$ cat config.mk
export PLATFORM = sky130hd
export DESIGN_NAME = cpu_workload_mode_classifier
export DESIGN_NICKNAME = d
export VERILOG_FILES = /design/src/design/cwmc_pkg.sv /design/src/design/cwmc_ram.sv /design/src/design/cwmc_front.sv /design/src/design/cwmc_queue.sv /design/src/design/cwmc_back.sv /design/src/design/cpu_workload_mode_classifier.sv
export SDC_FILE = /design/constraint.sdc
export NUM_CORES = 2
export LEC_CHECK = 0
export BUFFER_PORTS_ARGS = -buffer_cell sky130_fd_sc_hd__buf_2
export CAP_MARGIN = 0
export CORE_ASPECT_RATIO = 1.75
export CORE_UTILIZATION = 65
export DETAILED_ROUTE_END_ITERATION = 6
export PLACE_DENSITY = 0.82
export SKIP_CTS_REPAIR_TIMING = 1
export SYNTH_ARGS = -nofsm -noshare
export SYNTH_HDL_FRONTEND = slang
export SYNTH_SLANG_ARGS = --single-unit
$ cat constraint.sdc
create_clock -name clk -period 7 [get_ports clk]
set_input_delay 1.4 -clock clk [delete_from_list [all_inputs] [get_ports clk]]
set_output_delay 1.4 -clock clk [all_outputs]
set_load 0.01 [all_outputs]
$ cat src/design/cwmc_pkg.sv
// ============================================================================
// cwmc_pkg
// Shared types, field widths and register codes of the workload mode classifier.
// ============================================================================
package cwmc_pkg;

    localparam int UTIL_W     = 11;
    localparam int IPC_W      = 11;
    localparam int RATE_W     = 24;
    localparam int VAR_W      = 20;
    localparam int CONF_W     = 8;
    localparam int UTIL_SQ_W  = 2 * UTIL_W;
    localparam int CFG_IDX_W  = 3;
    localparam int CFG_DATA_W = 24;
    localparam int S_DATA_W   = 48;   // 46 bits of fields, padded to bytes
    localparam int M_DATA_W   = 8;

    localparam int WINDOW_LEN_DEF = 8;
    localparam int QUEUE_DEPTH    = 2;

    typedef enum logic [1:0] {
        MODE_IDLE        = 2'd0,
        MODE_INTERACTIVE = 2'd1,
        MODE_COMPUTE     = 2'd2,
        MODE_LC          = 2'd3
    } mode_t;

    // configuration register indexes
    localparam logic [CFG_IDX_W-1:0] CFG_IDLE_CEILING      = 3'd0;
    localparam logic [CFG_IDX_W-1:0] CFG_LAT_UTIL_FLOOR    = 3'd1;
    localparam logic [CFG_IDX_W-1:0] CFG_LAT_RATE_FLOOR    = 3'd2;
    localparam logic [CFG_IDX_W-1:0] CFG_LAT_VAR_FLOOR     = 3'd3;
    localparam logic [CFG_IDX_W-1:0] CFG_COMP_UTIL_FLOOR   = 3'd4;
    localparam logic [CFG_IDX_W-1:0] CFG_COMP_IPC_FLOOR    = 3'd5;
    localparam logic [CFG_IDX_W-1:0] CFG_COMP_RATE_CEILING = 3'd6;
    localparam logic [CFG_IDX_W-1:0] CFG_CONFIRM_COUNT     = 3'd7;

    // reset values
    localparam logic [UTIL_W-1:0] RST_IDLE_CEILING      = 11'd240;
    localparam logic [UTIL_W-1:0] RST_LAT_UTIL_FLOOR    = 11'd960;
    localparam logic [RATE_W-1:0] RST_LAT_RATE_FLOOR    = 24'd15000;
    localparam logic [VAR_W-1:0]  RST_LAT_VAR_FLOOR     = 20'd38400;
    localparam logic [UTIL_W-1:0] RST_COMP_UTIL_FLOOR   = 11'd1280;
    localparam logic [IPC_W-1:0]  RST_COMP_IPC_FLOOR    = 11'd256;
    localparam logic [RATE_W-1:0] RST_COMP_RATE_CEILING = 24'd8000;
    localparam logic [CONF_W-1:0] RST_CONFIRM_COUNT     = 8'd3;

    typedef struct packed {
        logic [UTIL_W-1:0] idle_ceiling;
        logic [UTIL_W-1:0] lat_util_floor;
        logic [RATE_W-1:0] lat_rate_floor;
        logic [VAR_W-1:0]  lat_var_floor;
        logic [UTIL_W-1:0] comp_util_floor;
        logic [IPC_W-1:0]  comp_ipc_floor;
        logic [RATE_W-1:0] comp_rate_ceiling;
        logic [CONF_W-1:0] confirm_count;
    } cfg_t;

    // pre-classified sample handed from front to back
    typedef struct packed {
        logic                 is_idle;
        logic                 lc_base;
        logic                 compute_ok;
        logic [UTIL_W-1:0]    util;
        logic [UTIL_SQ_W-1:0] util_sq;
    } front_item_t;

    typedef struct packed {
        logic busy;
        logic full;
    } back_stat_t;

endpackage

$ cat src/design/cwmc_ram.sv
// ============================================================================
// cwmc_ram
// Generic single-write, single-read RAM with registered read data.
// ============================================================================
module cwmc_ram #(
    parameter int WIDTH = 8,
    parameter int DEPTH = 8
) (
    input  logic                     clk,
    input  logic                     we,
    input  logic [$clog2(DEPTH)-1:0] waddr,
    input  logic [WIDTH-1:0]         wdata,
    input  logic                     re,
    input  logic [$clog2(DEPTH)-1:0] raddr,
    output logic [WIDTH-1:0]         rdata
);

    logic [WIDTH-1:0] mem [DEPTH];

    always_ff @(posedge clk)
    begin
        if (we)
        begin
            mem[waddr] <= wdata;
        end
        if (re)
        begin
            rdata <= mem[raddr];
        end
    end

endmodule

$ cat src/design/cwmc_front.sv
// ============================================================================
// cwmc_front
// Input side: takes samples and evaluates the threshold tests.
// ============================================================================
module cwmc_front
    import cwmc_pkg::*;
(
    input  logic              s_valid,
    output logic              s_ready,
    input  logic [UTIL_W-1:0] util_sample,
    input  logic [IPC_W-1:0]  ipc_sample,
    input  logic [RATE_W-1:0] switch_rate,
    input  cfg_t              cfg,
    input  logic              q_full,
    output logic              q_push,
    output front_item_t       q_item
);

    assign s_ready = !q_full;
    assign q_push  = s_valid && !q_full;

    always_comb
    begin
        q_item.is_idle    = util_sample < cfg.idle_ceiling;
        // the variance part of the latency-critical test is done in the back end
        q_item.lc_base    = (util_sample >= cfg.lat_util_floor) &&
                            (switch_rate >= cfg.lat_rate_floor);
        q_item.compute_ok = (util_sample >= cfg.comp_util_floor) &&
                            (ipc_sample >= cfg.comp_ipc_floor) &&
                            (switch_rate <= cfg.comp_rate_ceiling);
        q_item.util       = util_sample;
        q_item.util_sq    = UTIL_SQ_W'(util_sample) * UTIL_SQ_W'(util_sample);
    end

endmodule

$ cat src/design/cwmc_queue.sv
// ============================================================================
// cwmc_queue
// Short FIFO between the front and back ends.
// ============================================================================
module cwmc_queue
    import cwmc_pkg::*;
(
    input  logic        clk,
    input  logic        rst_n,
    input  logic        push,
    input  front_item_t push_item,
    output logic        full,
    input  logic        pop,
    output logic        valid,
    output front_item_t pop_item
);

    localparam int PTR_W = $clog2(QUEUE_DEPTH);
    localparam int CNT_W = $clog2(QUEUE_DEPTH + 1);

    front_item_t       entry_reg [QUEUE_DEPTH];
    logic [PTR_W-1:0]  wr_ptr_reg;
    logic [PTR_W-1:0]  wr_ptr_next;
    logic [PTR_W-1:0]  rd_ptr_reg;
    logic [PTR_W-1:0]  rd_ptr_next;
    logic [CNT_W-1:0]  count_reg;
    logic [CNT_W-1:0]  count_next;

    assign full     = count_reg == CNT_W'(QUEUE_DEPTH);
    assign valid    = count_reg != '0;
    assign pop_item = entry_reg[rd_ptr_reg];

    always_comb
    begin
        wr_ptr_next = wr_ptr_reg;
        rd_ptr_next = rd_ptr_reg;
        count_next  = count_reg;
        if (push)
        begin
            wr_ptr_next = (wr_ptr_reg == PTR_W'(QUEUE_DEPTH - 1)) ? '0 : wr_ptr_reg + 1'b1;
        end
        if (pop)
        begin
            rd_ptr_next = (rd_ptr_reg == PTR_W'(QUEUE_DEPTH - 1)) ? '0 : rd_ptr_reg + 1'b1;
        end
        if (push && !pop)
        begin
            count_next = count_reg + 1'b1;
        end
        else if (pop && !push)
        begin
            count_next = count_reg - 1'b1;
        end
    end

    always_ff @(posedge clk or negedge rst_n)
    begin
        if (!rst_n)
        begin
            wr_ptr_reg <= '0;
            rd_ptr_reg <= '0;
            count_reg  <= '0;
        end
        else
        begin
            wr_ptr_reg <= wr_ptr_next;
            rd_ptr_reg <= rd_ptr_next;
            count_reg  <= count_next;
        end
    end

    always_ff @(posedge clk)
    begin
        if (push)
        begin
            entry_reg[wr_ptr_reg] <= push_item;
        end
    end

endmodule

$ cat src/design/cwmc_back.sv
// ============================================================================
// cwmc_back
// Back end: utilization window, variance test, mode commit and result register.
// ============================================================================
module cwmc_back
    import cwmc_pkg::*;
#(
    parameter int WINDOW_LEN = WINDOW_LEN_DEF
) (
    input  logic              clk,
    input  logic              rst_n,
    input  logic              q_valid,
    input  front_item_t       q_item,
    output logic              q_pop,
    input  logic [VAR_W-1:0]  var_min,
    input  logic [CONF_W-1:0] confirm,
    output logic              out_valid,
    input  logic              out_ready,
    output mode_t             out_committed,
    output mode_t             out_raw,
    output back_stat_t        stat
);

    localparam int POS_W  = $clog2(WINDOW_LEN);
    localparam int FILL_W = $clog2(WINDOW_LEN + 1);
    localparam int SUM_W  = UTIL_W + $clog2(WINDOW_LEN);
    localparam int SQ_W   = UTIL_SQ_W + $clog2(WINDOW_LEN);
    localparam int P1_W   = SQ_W + FILL_W;
    localparam int P2_W   = 2 * SUM_W;
    localparam int NN_W   = 2 * FILL_W;
    localparam int P3_W   = VAR_W + NN_W;
    localparam int CMP_A  = (P1_W > P2_W) ? P1_W : P2_W;
    localparam int CMP_W  = (CMP_A > P3_W) ? CMP_A : P3_W;

    typedef enum logic [1:0] {
        ST_IDLE,
        ST_UPDATE,
        ST_MULT,
        ST_DECIDE
    } state_t;

    state_t             state_reg,     state_next;
    front_item_t        item_reg,      item_next;
    logic [FILL_W-1:0]  fill_reg,      fill_next;
    logic [POS_W-1:0]   pos_reg,       pos_next;
    logic [SUM_W-1:0]   sum_reg,       sum_next;
    logic [SQ_W-1:0]    sumsq_reg,     sumsq_next;
    logic [NN_W-1:0]    nn_reg,        nn_next;
    logic [P1_W-1:0]    p1_reg,        p1_next;
    logic [P2_W-1:0]    p2_reg,        p2_next;
    logic [P3_W-1:0]    p3_reg,        p3_next;
    mode_t              cand_reg,      cand_next;
    logic [CONF_W-1:0]  cnt_reg,       cnt_next;
    mode_t              cur_reg,       cur_next;
    logic               out_valid_reg, out_valid_next;
    mode_t              out_raw_reg,   out_raw_next;

    logic [UTIL_W-1:0]    ram_rdata;
    logic                 ram_we;
    logic                 ram_re;
    logic [UTIL_SQ_W-1:0] old_sq;
    logic                 win_full;
    logic                 var_ok;
    mode_t                raw;

    cwmc_ram #(
        .WIDTH (UTIL_W),
        .DEPTH (WINDOW_LEN)
    ) u_window (
        .clk   (clk),
        .we    (ram_we),
        .waddr (pos_reg),
        .wdata (item_reg.util),
        .re    (ram_re),
        .raddr (pos_reg),
        .rdata (ram_rdata)
    );

    assign win_full = fill_reg == FILL_W'(WINDOW_LEN);
    assign old_sq   = UTIL_SQ_W'(ram_rdata) * UTIL_SQ_W'(ram_rdata);
    assign ram_re   = (state_reg == ST_IDLE) && q_valid;
    assign ram_we   = state_reg == ST_UPDATE;
    assign q_pop    = ram_re;

    // n*sumsq >= sum^2 always holds, so the difference never wraps
    always_comb
    begin
        if (fill_reg < FILL_W'(2))
        begin
            var_ok = var_min == '0;
        end
        else
        begin
            var_ok = (CMP_W'(p1_reg) - CMP_W'(p2_reg)) >= CMP_W'(p3_reg);
        end

        if (item_reg.is_idle)
        begin
            raw = MODE_IDLE;
        end
        else if (item_reg.lc_base && var_ok)
        begin
            raw = MODE_LC;
        end
        else if (item_reg.compute_ok)
        begin
            raw = MODE_COMPUTE;
        end
        else
        begin
            raw = MODE_INTERACTIVE;
        end
    end

    always_comb
    begin
        state_next     = state_reg;
        item_next      = item_reg;
        fill_next      = fill_reg;
        pos_next       = pos_reg;
        sum_next       = sum_reg;
        sumsq_next     = sumsq_reg;
        nn_next        = nn_reg;
        p1_next        = p1_reg;
        p2_next        = p2_reg;
        p3_next        = p3_reg;
        cand_next      = cand_reg;
        cnt_next       = cnt_reg;
        cur_next       = cur_reg;
        out_valid_next = out_valid_reg && !out_ready;
        out_raw_next   = out_raw_reg;

        case (state_reg)
            ST_IDLE:
            begin
                if (q_valid)
                begin
                    item_next  = q_item;
                    state_next = ST_UPDATE;
                end
            end
            ST_UPDATE:
            begin
                // oldest entry leaves the sums once the window is full
                if (win_full)
                begin
                    sum_next   = sum_reg - SUM_W'(ram_rdata) + SUM_W'(item_reg.util);
                    sumsq_next = sumsq_reg - SQ_W'(old_sq) + SQ_W'(item_reg.util_sq);
                end
                else
                begin
                    fill_next  = fill_reg + 1'b1;
                    sum_next   = sum_reg + SUM_W'(item_reg.util);
                    sumsq_next = sumsq_reg + SQ_W'(item_reg.util_sq);
                end
                nn_next    = NN_W'(fill_next) * NN_W'(fill_next);
                pos_next   = (pos_reg == POS_W'(WINDOW_LEN - 1)) ? '0 : pos_reg + 1'b1;
                state_next = ST_MULT;
            end
            ST_MULT:
            begin
                p1_next    = P1_W'(fill_reg) * P1_W'(sumsq_reg);
                p2_next    = P2_W'(sum_reg) * P2_W'(sum_reg);
                p3_next    = P3_W'(var_min) * P3_W'(nn_reg);
                state_next = ST_DECIDE;
            end
            ST_DECIDE:
            begin
                if (!out_valid_reg || out_ready)
                begin
                    if (raw == cand_reg)
                    begin
                        cnt_next = (cnt_reg == '1) ? cnt_reg : cnt_reg + 1'b1;
                    end
                    else
                    begin
                        cand_next = raw;
                        cnt_next  = CONF_W'(1);
                    end
                    if (cnt_next >= confirm)
                    begin
                        cur_next = raw;
                    end
                    out_valid_next = 1'b1;
                    out_raw_next   = raw;
                    state_next     = ST_IDLE;
                end
            end
            default:
            begin
                state_next = ST_IDLE;
            end
        endcase
    end

    always_ff @(posedge clk or negedge rst_n)
    begin
        if (!rst_n)
        begin
            state_reg     <= ST_IDLE;
            item_reg      <= '0;
            fill_reg      <= '0;
            pos_reg       <= '0;
            sum_reg       <= '0;
            sumsq_reg     <= '0;
            nn_reg        <= '0;
            p1_reg        <= '0;
            p2_reg        <= '0;
            p3_reg        <= '0;
            cand_reg      <= MODE_IDLE;
            cnt_reg       <= '0;
            cur_reg       <= MODE_IDLE;
            out_valid_reg <= 1'b0;
            out_raw_reg   <= MODE_IDLE;
        end
        else
        begin
            state_reg     <= state_next;
            item_reg      <= item_next;
            fill_reg      <= fill_next;
            pos_reg       <= pos_next;
            sum_reg       <= sum_next;
            sumsq_reg     <= sumsq_next;
            nn_reg        <= nn_next;
            p1_reg        <= p1_next;
            p2_reg        <= p2_next;
            p3_reg        <= p3_next;
            cand_reg      <= cand_next;
            cnt_reg       <= cnt_next;
            cur_reg       <= cur_next;
            out_valid_reg <= out_valid_next;
            out_raw_reg   <= out_raw_next;
        end
    end

    assign out_valid     = out_valid_reg;
    assign out_committed = cur_reg;
    assign out_raw       = out_raw_reg;
    assign stat.busy     = state_reg != ST_IDLE;
    assign stat.full     = win_full;

endmodule

$ cat src/design/cpu_workload_mode_classifier.sv
// ============================================================================
// cpu_workload_mode_classifier
// Classifies periodic CPU samples into idle, interactive, compute or
// latency-critical modes and commits a mode once it repeats.
// ============================================================================
// Each sample transaction yields one result transaction: the committed mode in
// m_tdata[1:0] and the raw mode of this sample in m_tdata[3:2]. The front end
// evaluates the threshold tests as the sample is accepted and parks it in a
// two-entry queue; the back end then takes it through these steps in order (queue pop and
// window read, window and sums update, the three variance products, decision),
// and pops no new sample until its decision is made; that step waits while a
// result is still held on m_tready. The variance is tested as n*sumsq - sum^2
// >= lat_var_floor*n^2 over the last WINDOW_LEN utilization values. Samples are
// accepted while the queue has room, also while a result waits on m_tready.
// Configuration writes are always ready and take effect on the next sample;
// write them only while no sample is in flight.
module cpu_workload_mode_classifier
    import cwmc_pkg::*;
#(
    parameter int WINDOW_LEN = WINDOW_LEN_DEF
) (
    input  logic                  clk,
    input  logic                  rst_n,
    input  logic                  s_tvalid,
    output logic                  s_tready,
    // util_sample[10:0], ipc_sample[21:11], switch_rate[45:22], zero pad
    input  logic [S_DATA_W-1:0]   s_tdata,
    output logic                  m_tvalid,
    input  logic                  m_tready,
    // commit_mode[1:0], raw_mode[3:2], zero pad
    output logic [M_DATA_W-1:0]   m_tdata,
    input  logic                  cfg_valid,
    output logic                  cfg_ready,
    input  logic [CFG_IDX_W-1:0]  cfg_index,
    input  logic [CFG_DATA_W-1:0] cfg_data
);

    cfg_t        cfg_reg;
    cfg_t        cfg_next;
    logic        q_full;
    logic        q_push;
    logic        q_pop;
    logic        q_valid;
    front_item_t push_item;
    front_item_t pop_item;
    mode_t       committed;
    mode_t       raw;
    back_stat_t  stat;

    assign cfg_ready = 1'b1;

    always_comb
    begin
        cfg_next = cfg_reg;
        if (cfg_valid)
        begin
            case (cfg_index)
                CFG_IDLE_CEILING:      cfg_next.idle_ceiling      = cfg_data[UTIL_W-1:0];
                CFG_LAT_UTIL_FLOOR:    cfg_next.lat_util_floor    = cfg_data[UTIL_W-1:0];
                CFG_LAT_RATE_FLOOR:    cfg_next.lat_rate_floor    = cfg_data[RATE_W-1:0];
                CFG_LAT_VAR_FLOOR:     cfg_next.lat_var_floor     = cfg_data[VAR_W-1:0];
                CFG_COMP_UTIL_FLOOR:   cfg_next.comp_util_floor   = cfg_data[UTIL_W-1:0];
                CFG_COMP_IPC_FLOOR:    cfg_next.comp_ipc_floor    = cfg_data[IPC_W-1:0];
                CFG_COMP_RATE_CEILING: cfg_next.comp_rate_ceiling = cfg_data[RATE_W-1:0];
                CFG_CONFIRM_COUNT:     cfg_next.confirm_count     = cfg_data[CONF_W-1:0];
                default:               cfg_next = cfg_reg;
            endcase
        end
    end

    always_ff @(posedge clk or negedge rst_n)
    begin
        if (!rst_n)
        begin
            cfg_reg.idle_ceiling      <= RST_IDLE_CEILING;
            cfg_reg.lat_util_floor    <= RST_LAT_UTIL_FLOOR;
            cfg_reg.lat_rate_floor    <= RST_LAT_RATE_FLOOR;
            cfg_reg.lat_var_floor     <= RST_LAT_VAR_FLOOR;
            cfg_reg.comp_util_floor   <= RST_COMP_UTIL_FLOOR;
            cfg_reg.comp_ipc_floor    <= RST_COMP_IPC_FLOOR;
            cfg_reg.comp_rate_ceiling <= RST_COMP_RATE_CEILING;
            cfg_reg.confirm_count     <= RST_CONFIRM_COUNT;
        end
        else
        begin
            cfg_reg <= cfg_next;
        end
    end

    cwmc_front u_front (
        .s_valid     (s_tvalid),
        .s_ready     (s_tready),
        .util_sample (s_tdata[UTIL_W-1:0]),
        .ipc_sample  (s_tdata[UTIL_W+IPC_W-1:UTIL_W]),
        .switch_rate (s_tdata[UTIL_W+IPC_W+RATE_W-1:UTIL_W+IPC_W]),
        .cfg         (cfg_reg),
        .q_full      (q_full),
        .q_push      (q_push),
        .q_item      (push_item)
    );

    cwmc_queue u_queue (
        .clk       (clk),
        .rst_n     (rst_n),
        .push      (q_push),
        .push_item (push_item),
        .full      (q_full),
        .pop       (q_pop),
        .valid     (q_valid),
        .pop_item  (pop_item)
    );

    cwmc_back #(
        .WINDOW_LEN (WINDOW_LEN)
    ) u_back (
        .clk           (clk),
        .rst_n         (rst_n),
        .q_valid       (q_valid),
        .q_item        (pop_item),
        .q_pop         (q_pop),
        .var_min       (cfg_reg.lat_var_floor),
        .confirm       (cfg_reg.confirm_count),
        .out_valid     (m_tvalid),
        .out_ready     (m_tready),
        .out_committed (committed),
        .out_raw       (raw),
        .stat          (stat)
    );

    assign m_tdata = {4'b0000, raw, committed};

    // once full, the window stays full
    assert property (@(posedge clk) disable iff (!rst_n) stat.full |=> stat.full)
        else $error("window fill dropped after reaching full");

    // no new sample leaves the queue while the back end is busy
    assert property (@(posedge clk) disable iff (!rst_n) stat.busy |-> !q_pop)
        else $error("queue popped while back end busy");

    // a fresh result follows a queue pop by exactly the back-end sequence
    assert property (@(posedge clk) disable iff (!rst_n) $rose(m_tvalid) |-> $past(q_pop, 4))
        else $error("result appeared without matching sample");

endmodule
* Word level (Yosys, flattened, before mapping)
Memory sizes are Yosys's and may differ from the RTL's. A register that Yosys moved wholly into a read port is not among the register bits.
Index checks and enable logic that the tools add are counted.
** Storage, ports and cells
- Flip-flop bits (word level) :: 280
- Bits in writable memories :: 160
- Input port bits :: 80
- Word-level logic and storage cells :: 134
- Memories kept :: 2
** Memories
- u_back.u_window.mem :: depth 8, width 11, rd ports 1, clocked after memory_dff 1, write ports 1, RTL line cwmc_ram.sv:18 : logic [WIDTH-1:0] mem [DEPTH];
- u_queue.entry_reg :: depth 2, width 36, rd ports 1, clocked after memory_dff 1, write ports 1, RTL line cwmc_queue.sv:21 : front_item_t entry_reg [QUEUE_DEPTH];
** Operators by class
- Add/sub/neg operators :: 14
- Multipliers :: 6
- $lt $le $gt $ge :: 9
- Equality and inequality tests :: 17
- Muxes and demuxes :: 26
- Bitwise gates (word level) :: 1
- Reductions and logical operators :: 34
** Operators with widths (count)
- adder 25 x 22 -> 25 bit :: 2
- multiplier 11 x 11 -> 22 bit :: 2
- >= comparator 11 bit :: 3
- two-way mux 8 bit :: 4
- >= comparator 29 x 28 -> 1 bit :: 1
- multiplier 4 x 25 -> 29 bit :: 1
- subtractor 29 x 28 -> 29 bit :: 1
- adder 14 x 11 -> 14 bit :: 2
- multiplier 14 x 14 -> 28 bit :: 1
- multiplier 20 x 8 -> 28 bit :: 1
- two-way mux 25 bit :: 1
- subtractor 25 x 22 -> 25 bit :: 1
- >= comparator 24 bit :: 1
- <= comparator 24 bit :: 1
- AND reduction 2 bit :: 11
- zero test 20 bit :: 1
- equality test 3 bit, second input constant :: 5
- two-way mux 14 bit :: 1
- two-way mux 2 bit :: 7
- subtractor 14 x 11 -> 14 bit :: 1
- less-than comparator 11 bit :: 1
- logical AND 1 bit :: 9
- two-way mux 1 bit :: 9
- adder 8 x 1 -> 8 bit, second input constant :: 1
- other kinds (26) :: 39

* Depth between registers and ports, before layout
- Depth after elaboration :: 12
- Mapped depth :: 35

* By module
Synthesis repeated with hierarchy kept, for this count alone.
** Second synthesis, totals
- Cell total of the unflattened synthesis :: 4603
- Area total of the unflattened synthesis :: 46644.7 um2
** Modules (own cells, without submodules)
- cwmc_back :: instances 1, cells each 3353, area each 29575.9 um2
- cwmc_front :: instances 1, cells each 703, area each 5619.1 um2
- cpu_workload_mode_classifier :: instances 1, cells each 269, area each 4745.8 um2
- cwmc_ram :: instances 1, cells each 150, area each 3767.4 um2
- cwmc_queue :: instances 1, cells each 128, area each 2936.6 um2

* Least setup slack after synthesis
Ideal clock, no wire load.
- Path type :: input-to-reg
- Start point :: input s_tdata[6]
- End point :: memory u_queue.entry_reg[0][20] (netlist bit), data pin
- Library setup time :: 271 ps
- Data arrival time :: 6142 ps
- Required time :: 6729 ps
- Path slack :: 587 ps
- Stages :: 19
- Buffers on the path :: 1
- Cells stage by stage :: clkbuf_1 -> and2_1 -> fa_1 -> fa_1 -> inv_1 -> fa_1 -> inv_1 -> fa_1 -> inv_1 -> fa_1 -> inv_1 -> ha_1 -> o41ai_1 -> o2111ai_1 -> a31oi_1 -> nor2b_1 -> o21a_1 -> o41ai_1 -> xnor2_1
** RTL lines
- start, declared :: RTL line cpu_workload_mode_classifier.sv:27 : input logic [S_DATA_W-1:0] s_tdata,
- end, declared :: RTL line cwmc_queue.sv:21

* Final worst setup path
- Start point :: register u_back.u_window.rdata[1], read port of u_back.u_window.mem
- End point :: register u_back.sumsq_reg[24]
** On the way
- Word-level cells in the longest chain between the ends :: 4
** Ends and longest elaborated chain
- start, declared :: RTL line cwmc_ram.sv:15 : output logic [WIDTH-1:0] rdata
- multiplier 11 x 11 -> 22 bit :: RTL line cwmc_back.sv:80 : assign old_sq = UTIL_SQ_W'(ram_rdata) * UTIL_SQ_W'(ram_rdata);
- subtractor 25 x 22 -> 25 bit :: RTL line cwmc_back.sv:148 : sumsq_next = sumsq_reg - SQ_W'(old_sq) + SQ_W'(item_reg.util_sq);
- adder 25 x 22 -> 25 bit :: RTL line cwmc_back.sv:148
- two-way mux 25 bit :: RTL line cwmc_back.sv:145 : if (win_full)
- end signal, assigned :: RTL line cwmc_back.sv:223 : sumsq_reg <= sumsq_next;
- end, declared :: RTL line cwmc_back.sv:47 : logic [SQ_W-1:0] sumsq_reg, sumsq_next;
No other way between the ends.
A chain may end at the register's enable or synchronous reset.

==> summary.md <==
| Metric | Value |
|---|---|
| Antenna violations before repair | `4` |
| Placer Congestion | `0.890` |
| Top_reg_cell synth | `dfrtp_1` |
| Tightest Pin Transition | `1.24 ns` |
| Core Box Area | `69700 um2` |
| Fin crit period | `6.61 ns` |
| Final Setup Violations | `0` |
| Crit path kind | `reg -> reg` |
| CTS Buf Count | `48` |
| Max-cap violations | `0` |
| Drt via density | `5.91` |
| Syn_area_per_cell | `9.81 um2` |
| Gr ovfl total | `0` |
| H-tree depth | `2` |
| Highest routed metal layer | `met4` |
| First-pass GRT wire length | `179000 um` |
| Bufs on Longest Clock Path | `3` |
| Multi-input logic area | `29700 um2` |
| Drt initial violations | `1658` |
| Largest net degree at the start of global routing | `130` |
| Die area | `71700 um2` |
| FMAX | `0.151 GHz` |
| TritonCTS clock tree | `built` |
| Port Buffers | `83` |
| Post-Syn Area | `45900 um2` |
| Final Max Tran Viols | `0` |
| Synth async-reset ratio | `0.651` |
| Fillers | `4950` |
| Pre-CTS setup slack | `0.00563 ns` |
| Slew margin rel. | `0.168` |
| Post-Syn Instances | `4677` |
| Final #Nets | `5804` |
| Commonest cells after routing, fill and taps aside | `755 x inv_1, 531 x ha_1, 474 x nand2_1` |
| Count of final hold-check violations | `0` |
| Synthesis Warnings | `0` |
| Worst Skew | `0.0284 ns` |
| Root Buffer | `clkbuf_16` |
| GRT Total Usage | `0.318` |
| Unique cell type count in the Yosys netlist | `87` |
| Starting Density | `0.658` |
| # rows | `128` |
| Status | `finished, final reports clean` |
| Vias in the first global route | `36600` |
| Post-DP HPWL | `85900 um` |
| Drt wl/cell | `19.2 um` |
| Crit end category | `flop` |
| Clock-pin slew on the worst setup and hold paths | `0.07 ns` |
| Setup TNS | `0 ns` |
| Metal2 WL | `58400 um` |
| WL met1 | `37500 um` |
| Syn-to-layout area delta | `7.77%` |
| Drt pass-1 iters | `6` |
| Met3 wire length | `4900 um` |
| Fin util | `0.710` |
| RSZ-0062 raised after global routing | `false` |
| Seq/Total Area, Yosys | `0.280` |
| Cells after DPL | `5610` |
| Skew-Pair Late Insertion Delay | `0.63 ns` |
| EDFF count, synth | `167` |
| Crit path launch type | `flop` |
| # DRC | `0` |
| Yosys reg bits | `478` |
| Layout cells sized above 1 | `0.0982` |
| Most common cell after layout, fill and taps aside | `inv_1` |
| Post-route ant nets | `0` |
| Worst Path Required | `7.47 ns` |
| TritonCTS Sinks | `478` |
| PnR worst setup slack | `0.393 ns` |
| WP data arrival | `7.07 ns` |
| Max reg flops | `120` |
| Register Area | `12800 um2` |
| Max FO, Critical Path | `8` |
| Min-Delay Path Class | `reg -> reg` |
| Die Width | `203 um` |
| Total number of vias | `33800` |
| Die height | `353 um` |
| IO Pins | `91` |
| Total Wirelength | `109000 um` |
| Tcrit/Tclk final | `0.944` |
| Finished Layout Cells | `5710` |
path summary, 6_finish.rpt:
kind	start	to	slack, ns	depth (start not counted)
setup / recovery	u_back.u_window.rdata[1]	u_back.sumsq_reg[24]	0.39	20
hold / removal	u_back.out_raw[1]	u_back.out_raw[1]	0.49	1
setup reg to reg	u_back.u_window.rdata[1]	u_back.sumsq_reg[24]	0.39	20
hold reg to reg	u_back.out_raw[1]	u_back.out_raw[1]	0.49	1
max in group asynchronous	rst_n	u_queue.rd_ptr_reg	4.81	2
min in group asynchronous	rst_n	cfg_reg[84]	0.81	1
cell usage after synthesis, types with 6 or more instances:
library cell,number,area (um2)
a21boi_0,10,75.1
o21a_1,42,315
and2_1,151,945
a21oi_1,176,881
xor2_1,59,517
and3_1,35,219
o211ai_1,33,248
inv_1,755,2830
nand4_1,27,169
ha_1,533,6670
nor2_1,233,875
buf_1,14,52.6
mux2i_1,48,480
dfstp_2,30,788
clkbuf_1,132,495
or2_2,12,75.1
o21ai_0,236,1180
a211oi_1,22,165
a31oi_1,34,213
mux2_2,111,1250
o21bai_1,17,128
a211o_1,12,105
clkinv_1,10,37.5
nor3_1,56,280
nand2b_1,38,238
o41ai_1,6,52.6
mux4_2,22,495
edfxtp_1,167,5010
fa_1,435,8710
a21o_1,94,706
o31ai_1,10,75.1
xnor2_1,127,1110
nand3b_1,6,45.0
nor3b_1,6,45.0
nor4_1,13,81.3
nand3_1,61,305
nor2b_1,35,219
dfrtp_1,281,7030
nand2_1,474,1780
or3_1,17,106
cell type report:
type,instances,area share
Clock buffer,60,0.0273
Multi-Input combinational cell,3286,0.600
Clock inverter,30,0.00866
Tap cell,910,0.0230
Inverter,766,0.0582
Sequential cell,478,0.260
Antenna cell,4,0.000203
Timing Repair Buffer,176,0.0230
metrics by stage:
step                instance area, um2  hold slack, ns
CTS                              49400           0.495
floorplan                        45900           0.444
global placement                 47600           0.460
detailed placement               47600           0.468
global route                     49400           0.523
finish                           49400           0.492
per-layer routing:
| metal | GRT usage | vias to the layer above |
|---|---|---|
| met5 | 0 | - |
| met4 | 0.223 | 0 |
| met3 | 0.0371 | 434 |
| met2 | 0.589 | 965 |
| met1 | 0.329 | 16700 |
| li1 | - | 15600 |
cell families (layout without fill, tap and decap cells):
kind of cell	after synthesis	in the layout	share of synthesized area
flops	478	478	0.280
fa+ha+maj	968	968	0.335
simple gates	1181	1181	0.121
mux	182	182	0.0489
other cells	2	11	0.000164
compound gates	762	762	0.104
xor+xnor	186	186	0.0355
buf+inv	918	1032	0.0756
worst max-delay path: stages, from the launching register on:
cell and delay, ns:
edfxtp_1 0.67, buf_4 0.24, nand2_1 0.09, fa_1 0.52, fa_1 0.43, fa_1 0.49
inv_1 0.05, fa_1 0.47, inv_1 0.06, fa_1 0.52, ha_1 0.29, a211o_1 0.27
a2111oi_0 0.70, nor4_1 0.25, and4bb_2 0.38, o31ai_1 0.08, buf_4 0.16, a221oi_1 0.35
o21bai_1 0.12, xnor2_1 0.15, o221ai_1 0.15
Power is not shown: default switching activity piles up to over one toggle a cycle in this logic, so the estimate is an artifact.
